$ cat config.mk
export PLATFORM = sky130hd
export DESIGN_NAME = json_string_unescape_utf8_top
export DESIGN_NICKNAME = d
export VERILOG_FILES = /design/src/rtl/core/jsu_pkg.sv /design/src/rtl/core/jsu_front.sv /design/src/rtl/core/jsu_queue.sv /design/src/rtl/core/jsu_back.sv /design/src/rtl/core/json_string_unescape_utf8_top.sv
export SDC_FILE = /design/constraint.sdc
export NUM_CORES = 1
export LEC_CHECK = 0
export ABC_AREA = 1
export BUFFER_PORTS_ARGS = -buffer_cell sky130_fd_sc_hd__buf_2
export CAP_MARGIN = 20
export CORE_MARGIN = 2
export CORE_UTILIZATION = 35
export DETAILED_ROUTE_END_ITERATION = 7
export PLACE_DENSITY = 0.49
export SETUP_SLACK_MARGIN = 0.05
export SYNTH_ARGS = -nofsm -noshare
export SYNTH_HDL_FRONTEND = slang
export SYNTH_SLANG_ARGS = --single-unit
$ cat constraint.sdc
create_clock -name clk -period 16.95 [get_ports clk]
set_input_delay 3.39 -clock clk [delete_from_list [all_inputs] [get_ports clk]]
set_output_delay 3.39 -clock clk [all_outputs]
set_load 0.05 [all_outputs]
$ cat src/rtl/core/jsu_pkg.sv
`default_nettype none
// ----------------------------------------------------------------------------
// jsu_pkg - shared types for the json string unescaper
// transfer payloads of both channels and the run record passed from the
// decoder front end to the output back end
// ----------------------------------------------------------------------------
package jsu_pkg;

    // most bytes one input transfer can produce, plus headroom
    localparam int MaxRun  = 8;
    localparam int RunLenW = $clog2(MaxRun + 1);
    localparam int RunIdxW = $clog2(MaxRun);

    typedef struct packed {
        logic [7:0] in_byte;
        logic       in_last;
    } in_item_t;

    typedef struct packed {
        logic [7:0] out_byte;
        logic       out_has_byte;
        logic       out_run_end;
        logic       out_string_end;
    } out_item_t;

    // decoded bytes of one input transfer, byte 0 goes out first
    typedef struct packed {
        logic [MaxRun-1:0][7:0] data;
        logic [RunLenW-1:0]     len;
        logic                   last;
    } run_t;

endpackage : jsu_pkg
`default_nettype wire

$ cat src/rtl/core/jsu_front.sv
`default_nettype none
// ----------------------------------------------------------------------------
// jsu_front - escape decoder front end
// takes one string byte per transfer, tracks escape state and builds the run
// of utf-8 bytes that the byte produces
// ----------------------------------------------------------------------------
module jsu_front
    import jsu_pkg::*;
(
    input  wire logic     clk,
    input  wire logic     rst_n,
    input  wire logic     in_valid,
    input  wire in_item_t in_item,
    input  wire logic     queue_full,
    output logic          push,
    output run_t          push_run
);

    typedef enum logic [2:0] {
        MODE_TEXT,
        MODE_ESC,
        MODE_HEX,
        MODE_HIWAIT,
        MODE_HIESC,
        MODE_LOHEX
    } mode_t;

    typedef struct packed {
        logic [3:0][7:0] b;
        logic [2:0]      len;
    } piece_t;

    localparam logic [7:0]  CharBs    = 8'h5C;
    localparam logic [7:0]  CharU     = 8'h75;
    localparam logic [7:0]  CharN     = 8'h6E;
    localparam logic [7:0]  CharR     = 8'h72;
    localparam logic [7:0]  CharT     = 8'h74;
    localparam logic [7:0]  CharB     = 8'h62;
    localparam logic [7:0]  CharF     = 8'h66;
    localparam logic [5:0]  HighTag   = 6'b110110;
    localparam logic [5:0]  LowTag    = 6'b110111;
    localparam logic [20:0] CpReplace = 21'h00FFFD;
    localparam logic [20:0] CpSuppBase = 21'h010000;

    // returns {ok, value}
    function automatic logic [4:0] hex_digit(input logic [7:0] c);
        logic [7:0] d;
        d = 8'h00;
        if (c >= 8'h30 && c <= 8'h39) begin
            d = c - 8'h30;
            return {1'b1, d[3:0]};
        end
        if (c >= 8'h61 && c <= 8'h66) begin
            d = c - 8'h57;
            return {1'b1, d[3:0]};
        end
        if (c >= 8'h41 && c <= 8'h46) begin
            d = c - 8'h37;
            return {1'b1, d[3:0]};
        end
        return 5'b0_0000;
    endfunction

    function automatic piece_t utf8_piece(input logic [20:0] cp);
        piece_t p;
        p = '0;
        if (cp < 21'h000080) begin
            p.b[0] = cp[7:0];
            p.len  = 3'd1;
        end else if (cp < 21'h000800) begin
            p.b[0] = {3'b110, cp[10:6]};
            p.b[1] = {2'b10, cp[5:0]};
            p.len  = 3'd2;
        end else if (cp < 21'h010000) begin
            p.b[0] = {4'b1110, cp[15:12]};
            p.b[1] = {2'b10, cp[11:6]};
            p.b[2] = {2'b10, cp[5:0]};
            p.len  = 3'd3;
        end else begin
            p.b[0] = {5'b11110, cp[20:18]};
            p.b[1] = {2'b10, cp[17:12]};
            p.b[2] = {2'b10, cp[11:6]};
            p.b[3] = {2'b10, cp[5:0]};
            p.len  = 3'd4;
        end
        return p;
    endfunction

    function automatic run_t append(input run_t r, input piece_t p);
        run_t               o;
        logic [RunLenW-1:0] off;
        o = r;
        for (int k = 0; k < MaxRun; k++) begin
            off = RunLenW'(k) - r.len;
            if (RunLenW'(k) >= r.len && off < RunLenW'(p.len)) begin
                o.data[k] = p.b[off[1:0]];
            end
        end
        o.len = r.len + RunLenW'(p.len);
        return o;
    endfunction

    mode_t       mode_reg, mode_next;
    logic [1:0]  count_reg, count_next;
    logic [11:0] accum_reg, accum_next;
    logic [9:0]  high_reg, high_next;
    logic [7:0]  held_reg  [3];
    logic [7:0]  held_next [3];

    logic        accept;
    logic [7:0]  cur;
    logic [4:0]  hex;
    logic [15:0] code;
    logic        act_text, act_esc, act_take, act_pair;
    logic        pre_fffd, emit_held, fin_fffd;
    logic        main_on, main_raw;
    logic [7:0]  raw_byte;
    logic [20:0] main_cp;
    piece_t      p_fffd, p_held_old, p_main, p_tail;
    run_t        run;

    assign accept = in_valid && !queue_full;
    assign cur    = in_item.in_byte;
    assign hex    = hex_digit(cur);
    assign code   = {accum_reg, hex[3:0]};

    always_comb
    begin
        mode_next  = mode_reg;
        count_next = count_reg;
        accum_next = accum_reg;
        high_next  = high_reg;
        for (int i = 0; i < 3; i++) begin
            held_next[i] = held_reg[i];
        end
        act_text  = 1'b0;
        act_esc   = 1'b0;
        act_take  = 1'b0;
        act_pair  = 1'b0;
        pre_fffd  = 1'b0;
        emit_held = 1'b0;
        fin_fffd  = 1'b0;
        main_on   = 1'b0;
        main_raw  = 1'b0;
        raw_byte  = cur;
        main_cp   = '0;
        p_tail    = '0;

        // first step: what the current mode does with the byte
        unique case (mode_reg)
            MODE_TEXT: act_text = 1'b1;
            MODE_ESC:  act_esc  = 1'b1;
            MODE_HEX:
            begin
                if (!hex[4]) begin
                    emit_held = 1'b1;
                    act_text  = 1'b1;
                end else if (count_reg != 2'd3) begin
                    held_next[count_reg] = cur;
                    count_next           = count_reg + 2'd1;
                    accum_next           = {accum_reg[7:0], hex[3:0]};
                end else begin
                    act_take = 1'b1;
                end
            end
            MODE_HIWAIT:
            begin
                if (cur == CharBs) begin
                    mode_next = MODE_HIESC;
                end else begin
                    pre_fffd = 1'b1;
                    act_text = 1'b1;
                end
            end
            MODE_HIESC:
            begin
                if (cur == CharU) begin
                    mode_next  = MODE_LOHEX;
                    count_next = 2'd0;
                    accum_next = '0;
                end else begin
                    pre_fffd = 1'b1;
                    act_esc  = 1'b1;
                end
            end
            MODE_LOHEX:
            begin
                if (!hex[4]) begin
                    pre_fffd  = 1'b1;
                    emit_held = 1'b1;
                    act_text  = 1'b1;
                end else if (count_reg != 2'd3) begin
                    held_next[count_reg] = cur;
                    count_next           = count_reg + 2'd1;
                    accum_next           = {accum_reg[7:0], hex[3:0]};
                end else if (code[15:10] == LowTag) begin
                    act_pair = 1'b1;
                end else begin
                    pre_fffd = 1'b1;
                    act_take = 1'b1;
                end
            end
            default: act_text = 1'b1;
        endcase

        // second step: shared text, escape and code point handling
        if (act_text) begin
            if (cur == CharBs) begin
                mode_next = MODE_ESC;
            end else begin
                mode_next = MODE_TEXT;
                main_on   = 1'b1;
                main_raw  = 1'b1;
            end
        end
        if (act_esc) begin
            mode_next = MODE_TEXT;
            main_on   = 1'b1;
            main_raw  = 1'b1;
            unique case (cur)
                CharN: raw_byte = 8'h0A;
                CharR: raw_byte = 8'h0D;
                CharT: raw_byte = 8'h09;
                CharB: raw_byte = 8'h08;
                CharF: raw_byte = 8'h0C;
                CharU:
                begin
                    main_on    = 1'b0;
                    mode_next  = MODE_HEX;
                    count_next = 2'd0;
                    accum_next = '0;
                end
                default: raw_byte = cur;
            endcase
        end
        if (act_take) begin
            mode_next = MODE_TEXT;
            if (code[15:10] == HighTag) begin
                high_next = code[9:0];
                mode_next = MODE_HIWAIT;
            end else if (code[15:10] == LowTag) begin
                main_on = 1'b1;
                main_cp = CpReplace;
            end else begin
                main_on = 1'b1;
                main_cp = {5'b0, code};
            end
        end
        if (act_pair) begin
            mode_next = MODE_TEXT;
            main_on   = 1'b1;
            main_cp   = CpSuppBase + {1'b0, high_reg, code[9:0]};
        end

        // end of string flushes whatever is pending
        if (in_item.in_last) begin
            unique case (mode_next)
                MODE_ESC:
                begin
                    p_tail.b[0] = CharBs;
                    p_tail.len  = 3'd1;
                end
                MODE_HEX:
                begin
                    for (int i = 0; i < 3; i++) begin
                        p_tail.b[i] = held_next[i];
                    end
                    p_tail.len = {1'b0, count_next};
                end
                MODE_HIWAIT: fin_fffd = 1'b1;
                MODE_HIESC:
                begin
                    fin_fffd    = 1'b1;
                    p_tail.b[0] = CharBs;
                    p_tail.len  = 3'd1;
                end
                MODE_LOHEX:
                begin
                    fin_fffd = 1'b1;
                    for (int i = 0; i < 3; i++) begin
                        p_tail.b[i] = held_next[i];
                    end
                    p_tail.len = {1'b0, count_next};
                end
                default: ;
            endcase
            mode_next = MODE_TEXT;
        end
    end

    always_comb
    begin
        p_fffd     = utf8_piece(CpReplace);
        p_held_old = '0;
        for (int i = 0; i < 3; i++) begin
            p_held_old.b[i] = held_reg[i];
        end
        p_held_old.len = emit_held ? {1'b0, count_reg} : 3'd0;
        if (!main_on) begin
            p_main = '0;
        end else if (main_raw) begin
            p_main      = '0;
            p_main.b[0] = raw_byte;
            p_main.len  = 3'd1;
        end else begin
            p_main = utf8_piece(main_cp);
        end

        run      = '0;
        run      = append(run, pre_fffd ? p_fffd : piece_t'('0));
        run      = append(run, p_held_old);
        run      = append(run, p_main);
        run      = append(run, fin_fffd ? p_fffd : piece_t'('0));
        run      = append(run, p_tail);
        run.last = in_item.in_last;
    end

    assign push     = accept && (run.len != '0 || in_item.in_last);
    assign push_run = run;

    always_ff @(posedge clk or negedge rst_n)
    begin
        if (!rst_n) begin
            mode_reg  <= MODE_TEXT;
            count_reg <= '0;
            accum_reg <= '0;
            high_reg  <= '0;
        end else if (accept) begin
            mode_reg  <= mode_next;
            count_reg <= count_next;
            accum_reg <= accum_next;
            high_reg  <= high_next;
        end
    end

    // held digit bytes are only read below the digit count
    always_ff @(posedge clk)
    begin
        if (accept) begin
            for (int i = 0; i < 3; i++) begin
                held_reg[i] <= held_next[i];
            end
        end
    end

endmodule : jsu_front
`default_nettype wire

$ cat src/rtl/core/jsu_queue.sv
`default_nettype none
// ----------------------------------------------------------------------------
// jsu_queue - run queue
// small fifo of decoded runs between the front end and the back end
// ----------------------------------------------------------------------------
module jsu_queue
    import jsu_pkg::*;
#(
    parameter int DEPTH = 4
)
(
    input  wire logic clk,
    input  wire logic rst_n,
    input  wire logic push,
    input  wire run_t push_run,
    input  wire logic pop,
    output logic      full,
    output logic      not_empty,
    output run_t      head
);

    localparam int PtrW = (DEPTH > 1) ? $clog2(DEPTH) : 1;
    localparam int CntW = $clog2(DEPTH + 1);

    run_t            mem [DEPTH];
    logic [PtrW-1:0] wr_ptr_reg, wr_ptr_next;
    logic [PtrW-1:0] rd_ptr_reg, rd_ptr_next;
    logic [CntW-1:0] count_reg, count_next;
    logic            do_push, do_pop;

    assign full      = (count_reg == CntW'(DEPTH));
    assign not_empty = (count_reg != '0);
    assign do_push   = push && !full;
    assign do_pop    = pop && not_empty;
    assign head      = mem[rd_ptr_reg];

    always_comb
    begin
        wr_ptr_next = wr_ptr_reg;
        rd_ptr_next = rd_ptr_reg;
        count_next  = count_reg;
        if (do_push) begin
            wr_ptr_next = (wr_ptr_reg == PtrW'(DEPTH - 1)) ? '0 : wr_ptr_reg + PtrW'(1);
        end
        if (do_pop) begin
            rd_ptr_next = (rd_ptr_reg == PtrW'(DEPTH - 1)) ? '0 : rd_ptr_reg + PtrW'(1);
        end
        if (do_push && !do_pop) begin
            count_next = count_reg + CntW'(1);
        end else if (do_pop && !do_push) begin
            count_next = count_reg - CntW'(1);
        end
    end

    always_ff @(posedge clk or negedge rst_n)
    begin
        if (!rst_n) begin
            wr_ptr_reg <= '0;
            rd_ptr_reg <= '0;
            count_reg  <= '0;
        end else begin
            wr_ptr_reg <= wr_ptr_next;
            rd_ptr_reg <= rd_ptr_next;
            count_reg  <= count_next;
        end
    end

    always_ff @(posedge clk)
    begin
        if (do_push) begin
            mem[wr_ptr_reg] <= push_run;
        end
    end

endmodule : jsu_queue
`default_nettype wire

$ cat src/rtl/core/jsu_back.sv
`default_nettype none
// ----------------------------------------------------------------------------
// jsu_back - output serialiser
// sends the bytes of the head run one per transfer through an output register
// ----------------------------------------------------------------------------
module jsu_back
    import jsu_pkg::*;
(
    input  wire logic clk,
    input  wire logic rst_n,
    input  wire logic head_valid,
    input  wire run_t head,
    output logic      pop,
    output logic      out_valid,
    input  wire logic out_stall,
    output out_item_t out_item
);

    logic [RunIdxW-1:0] idx_reg, idx_next;
    logic               out_valid_reg, out_valid_next;
    out_item_t          out_item_reg, out_item_next;
    logic               load;
    logic               has_byte;
    logic               run_end;

    assign load     = head_valid && (!out_valid_reg || !out_stall);
    assign has_byte = (head.len != '0);
    assign run_end  = !has_byte || ({1'b0, idx_reg} + RunLenW'(1) == head.len);
    assign pop      = load && run_end;

    always_comb
    begin
        idx_next       = idx_reg;
        out_valid_next = out_valid_reg && out_stall;
        out_item_next  = out_item_reg;
        if (load) begin
            out_valid_next               = 1'b1;
            out_item_next.out_byte       = has_byte ? head.data[idx_reg] : 8'h00;
            out_item_next.out_has_byte   = has_byte;
            out_item_next.out_run_end    = run_end;
            out_item_next.out_string_end = run_end && head.last;
            idx_next                     = run_end ? '0 : idx_reg + RunIdxW'(1);
        end
    end

    always_ff @(posedge clk or negedge rst_n)
    begin
        if (!rst_n) begin
            idx_reg       <= '0;
            out_valid_reg <= 1'b0;
        end else begin
            idx_reg       <= idx_next;
            out_valid_reg <= out_valid_next;
        end
    end

    always_ff @(posedge clk)
    begin
        out_item_reg <= out_item_next;
    end

    assign out_valid = out_valid_reg;
    assign out_item  = out_item_reg;

endmodule : jsu_back
`default_nettype wire

$ cat src/rtl/core/json_string_unescape_utf8_top.sv
`default_nettype none
// ----------------------------------------------------------------------------
// json_string_unescape_utf8_top - json string body to utf-8 unescaper
// decodes simple and \uXXXX escapes of a json string body into utf-8 bytes
// ----------------------------------------------------------------------------
// The block takes one byte of a json string body per input transfer, with
// in_last on the final byte, and returns the unescaped text as utf-8 bytes,
// one per output transfer. The front end decodes a byte in the cycle it is
// accepted and writes the whole run it produces (zero to seven bytes) into a
// run queue of QUEUE_DEPTH entries; the back end then sends that run one byte
// per cycle while out_stall is low, through an output register. An input byte
// is taken every cycle while the queue has room, so with no output stall the
// sustained rate is one input per cycle for plain text, and an input that
// expands to k output bytes takes k output transfers (a \u escape that
// completes to a supplementary code point gives four). Every run closes with
// out_run_end; the run of the final byte also carries out_string_end, and a
// final byte that produces nothing gives one bare end marker with out_has_byte
// low. The decoder returns to plain text after each string.
module json_string_unescape_utf8_top
    import jsu_pkg::*;
#(
    parameter int QUEUE_DEPTH = 4
)
(
    input  wire logic     clk,
    input  wire logic     rst_n,
    input  wire logic     in_valid,
    output logic          in_stall,
    input  wire in_item_t in_item,
    output logic          out_valid,
    input  wire logic     out_stall,
    output out_item_t     out_item
);

    // front end to queue
    logic push;
    run_t push_run;
    logic queue_full;

    // queue to back end
    logic head_valid;
    run_t head;
    logic pop;

    // the input side stalls only while the run queue is full
    assign in_stall = queue_full;

    // decoder: escape state machine and run builder
    jsu_front u_front (
        .clk        (clk),
        .rst_n      (rst_n),
        .in_valid   (in_valid),
        .in_item    (in_item),
        .queue_full (queue_full),
        .push       (push),
        .push_run   (push_run)
    );

    // decouples the decoder from the byte serialiser
    jsu_queue #(
        .DEPTH (QUEUE_DEPTH)
    ) u_queue (
        .clk       (clk),
        .rst_n     (rst_n),
        .push      (push),
        .push_run  (push_run),
        .pop       (pop),
        .full      (queue_full),
        .not_empty (head_valid),
        .head      (head)
    );

    // one output transfer per byte of the head run, or a bare marker for an empty run
    jsu_back u_back (
        .clk        (clk),
        .rst_n      (rst_n),
        .head_valid (head_valid),
        .head       (head),
        .pop        (pop),
        .out_valid  (out_valid),
        .out_stall  (out_stall),
        .out_item   (out_item)
    );

`ifndef NO_ASSERTIONS
    // no input transfer produces more bytes than a run can hold
    a_run_fits: assert property (@(posedge clk) disable iff (!rst_n)
        push |-> push_run.len < RunLenW'(MaxRun))
        else $error("run longer than expected");

    // the queue is never written while full
    a_no_overflow: assert property (@(posedge clk) disable iff (!rst_n)
        push |-> !queue_full)
        else $error("run queue overflow");

    // a bare marker only ever closes a string
    a_bare_marker: assert property (@(posedge clk) disable iff (!rst_n)
        out_valid && !out_item.out_has_byte |->
            out_item.out_string_end && out_item.out_run_end && out_item.out_byte == 8'h00)
        else $error("bare marker outside string end");

    // string end is always also a run end
    a_string_end: assert property (@(posedge clk) disable iff (!rst_n)
        out_valid && out_item.out_string_end |-> out_item.out_run_end)
        else $error("string end without run end");
`endif

endmodule : json_string_unescape_utf8_top
`default_nettype wire
==> results.py <==
metrics = {
    "yosys": {
        "avgSynthCellArea_um2": 8.73,
        "syn_inst": 2347,
        "synth_seq_cells": 349,
        "synth_top_area_frac": 0.456,
        "synth-async-reset-ratio": 0.109,
        "synth_area_leaders": "edfxtp_1 46%, nand2_1 8.3%, o21ai_0 5.6%",
        "synth_edf_count": 311,
        "synth_most_common_cell": "nand2_1",
        "synthesis.area_um2": 20500,
        "synth_seq_area_share": 0.502,
        "ys.flop_type": "edfxtp_1",
        "synthDistinctLibCells": 67,
        "synthTopCellsByCount": "455 x nand2_1, 311 x edfxtp_1, 268 x nor2_1",
        "ys_warn_count": 0,
        "yosys.area.top_type": "edfxtp_1",
        "synth_nets": 2439,
    },
    "critical_path": {
        "crit_required_ns": 17.29,
        "rrSetupSlack_ns": 8.04,
        "critPathKind": "input port to flip-flop",
        "critPathLaunch": "in_item[2]",
        "reg2reg_to": "u_queue.mem[3][23]",
        "worstPathArrival_ns": 12.15,
        "cp_max_fo": 32,
        "max_stage_delay_ns": 0.73,
        "timing.rr.start": "u_front.mode_reg[1]",
        "cp-end-kind": "flip-flop",
        "crit_path_start_kind": "input port",
        "cp_common_cell": "inv_1",
        "ff2ff_path_depth": 26,
        "cp_slowest_cell": "ha_1",
    },
    "floorplan": {
        "io_pins": 26,
        "num_rows": 88,
        "die_y_um": 246,
        "core_region_area_um2": 57800,
        "dieArea_um2": 60500,
        "start_util": 0.355,
        "die_x_um": 246,
    },
    "finish": {
        "postLayoutCoreUtil": 0.394,
        "syn2layout_area_growth_pct": 11.0,
        "final_area_um2": 22700,
        "drive_above_1_share": 0.0804,
        "n_fill_cell": 5887,
        "n_antenna_cell": 0,
        "final_nets": 2437,
        "instances_no_fill": 3140,
        "largest_reg_flops": 276,
    },
    "global_routing": {
        "grt_usage": 0.246,
        "grt_overflow": 0,
        "grt_use_met3": 0.0273,
        "met2_usage": 0.421,
        "grt_start_max_net_pins": 83,
        "antenna_found_initial": 4,
        "grt_pass1_wl_mm": 110,
        "busiest_layer": "met2",
        "grt_use_met1": 0.324,
        "grt_pass1_vias": 16700,
    },
    "power_and_ir_drop": {
        "max-vdd-ir-drop_mv": 0.0883,
        "power.total_mw": 3.00,
        "p_leak_nw": 9.06,
        "p_per_area_nw_per_um2": 132,
    },
    "cts": {
        "clk_latency_ns": 0.57,
        "cts_tree": "done",
        "post_cts_resized": 0,
        "postCtsSetupBuffers": 0,
        "clkSinkCount": 349,
        "clk_pin_slew_ns": 0.06,
        "h-tree-depth": 2,
        "ctsHoldBuffers": 0,
        "cts_max_path_buffers": 3,
        "root_buffer": "clkbuf_16",
        "numCtsBuffers": 41,
    },
    "sta": {
        "finalMaxSlewViolations": 0,
        "period_share": 0.697,
        "rsz0062_at_grt": "false",
        "worst_pin_slew_ns": 1.06,
        "setup_tns_ns": 0,
        "whs_ns": 0.497,
        "setup_viol": 0,
        "slew-limit-headroom": 0.290,
        "setup_ws_ns": 5.14,
        "hold_viol_final": 0,
        "fin_worst_skew_ns": 0.0195,
        "fin_crit_ns": 11.81,
        "fmax_mhz": 84.7,
    },
    "placed_design": {
        "place_area_um2": 21400,
        "place_congestion": 0.964,
        "dp.cells": 3066,
        "dp_hpwl_mm": 56.4,
        "dp_slack_ns": 4.65,
        "portBuffers": 25,
    },
    "detailed_routing": {
        "firstDrtPassIters": 8,
        "ant_nets": 0,
        "post_drt_via_cell_ratio": 5.50,
        "wirelength_mm": 74.7,
        "via_count": 17300,
        "avgRoutedWirePerCell_um": 23.8,
        "drt_iter0_markers": 1393,
        "drc": 0,
    },
    "run_status": {
        "status": "finished, final reports clean",
    },
    "min_path": {
        "min-delay-start": "u_front.high_reg[3]",
        "whs_path_depth": 2,
        "min_to": "u_front.high_reg[3]",
        "hold_class": "flip-flop to flip-flop",
    },
    "flow_run": {
        "drv_cap": 0,
    },
}
## layer usage
metal  up-vias  routed length (um)
met1      8445               33000
met5         -                   0
met4         0                2550
met3        99                3370
met2       496               35700
li1       8216                   -
## cells in the final DEF (no fill, tap or decap), types with 14 or more instances in the layout
cell type  Yosys  final
o211ai_1      14     14
clkbuf_16      0     43
buf_4          2     27
ha_1          70     70
o22ai_1       56     56
a21oi_1      131    131
o21ai_1       42     42
buf_2          8     26
nand4_1       31     31
inv_1        203    202
edfxtp_1     311    311
nor2_1       268    264
o221ai_1      29     29
dfrtp_1       38     36
nand2_1      455    455
o21ai_0      231    231
nand3_1      196    196
inv_2         14     15
## power breakdown
part | switching [mW] | internal, mW | total (mW) | leakage (nW)
combinational | 0.669 | 0.231 | 0.900 | 4.97
clock | 0.356 | 0.531 | 0.887 | 0.665
sequential | 0.0802 | 1.14 | 1.22 | 3.43
## cells by family after synthesis
kind of cell | after synthesis | share of synthesized area
multiplexers | 1 | 0.000488
AO/OA/AOI/OAI | 564 | 0.159
buffers and inverters | 322 | 0.0623
XOR/XNOR | 13 | 0.00556
adder cells (fa/ha/maj) | 79 | 0.0515
AND/OR/NAND/NOR | 1019 | 0.219
flip-flops | 349 | 0.502
## worst max path at each step
stage / to / slack, ns / cells after the start
after CTS: u_queue.mem[2][29] / 5.20 / 30
after detailed placement: u_queue.mem[2][63] / 4.65 / 30
after floorplan: u_queue.mem[0][0] / 4.48 / 29
after global placement: u_queue.mem[2][63] / 4.76 / 29
final: u_queue.mem[3][23] / 5.14 / 29
after global routing: u_queue.mem[2][29] / 4.39 / 30
## area by class of cell
cell class,count,area (um^2),share of cell area
sequential,349,10300,0.453
multi-input combinational,1676,8960,0.394
clock buffer,53,1120,0.0494
tap,765,957,0.0421
inverter,224,848,0.0373
timing repair buffer,53,333,0.0146
clock inverter,20,231,0.0102
## worst max-delay path, delay by kind of cell
| family | cells | cell delay [ns] |
|---|---|---|
| simple gates | 5 | 1.82 |
| fa+ha+maj | 7 | 3.21 |
| compound gates | 4 | 0.92 |
| buf+inv | 13 | 2.74 |
Power figures use the tool's default switching activity.
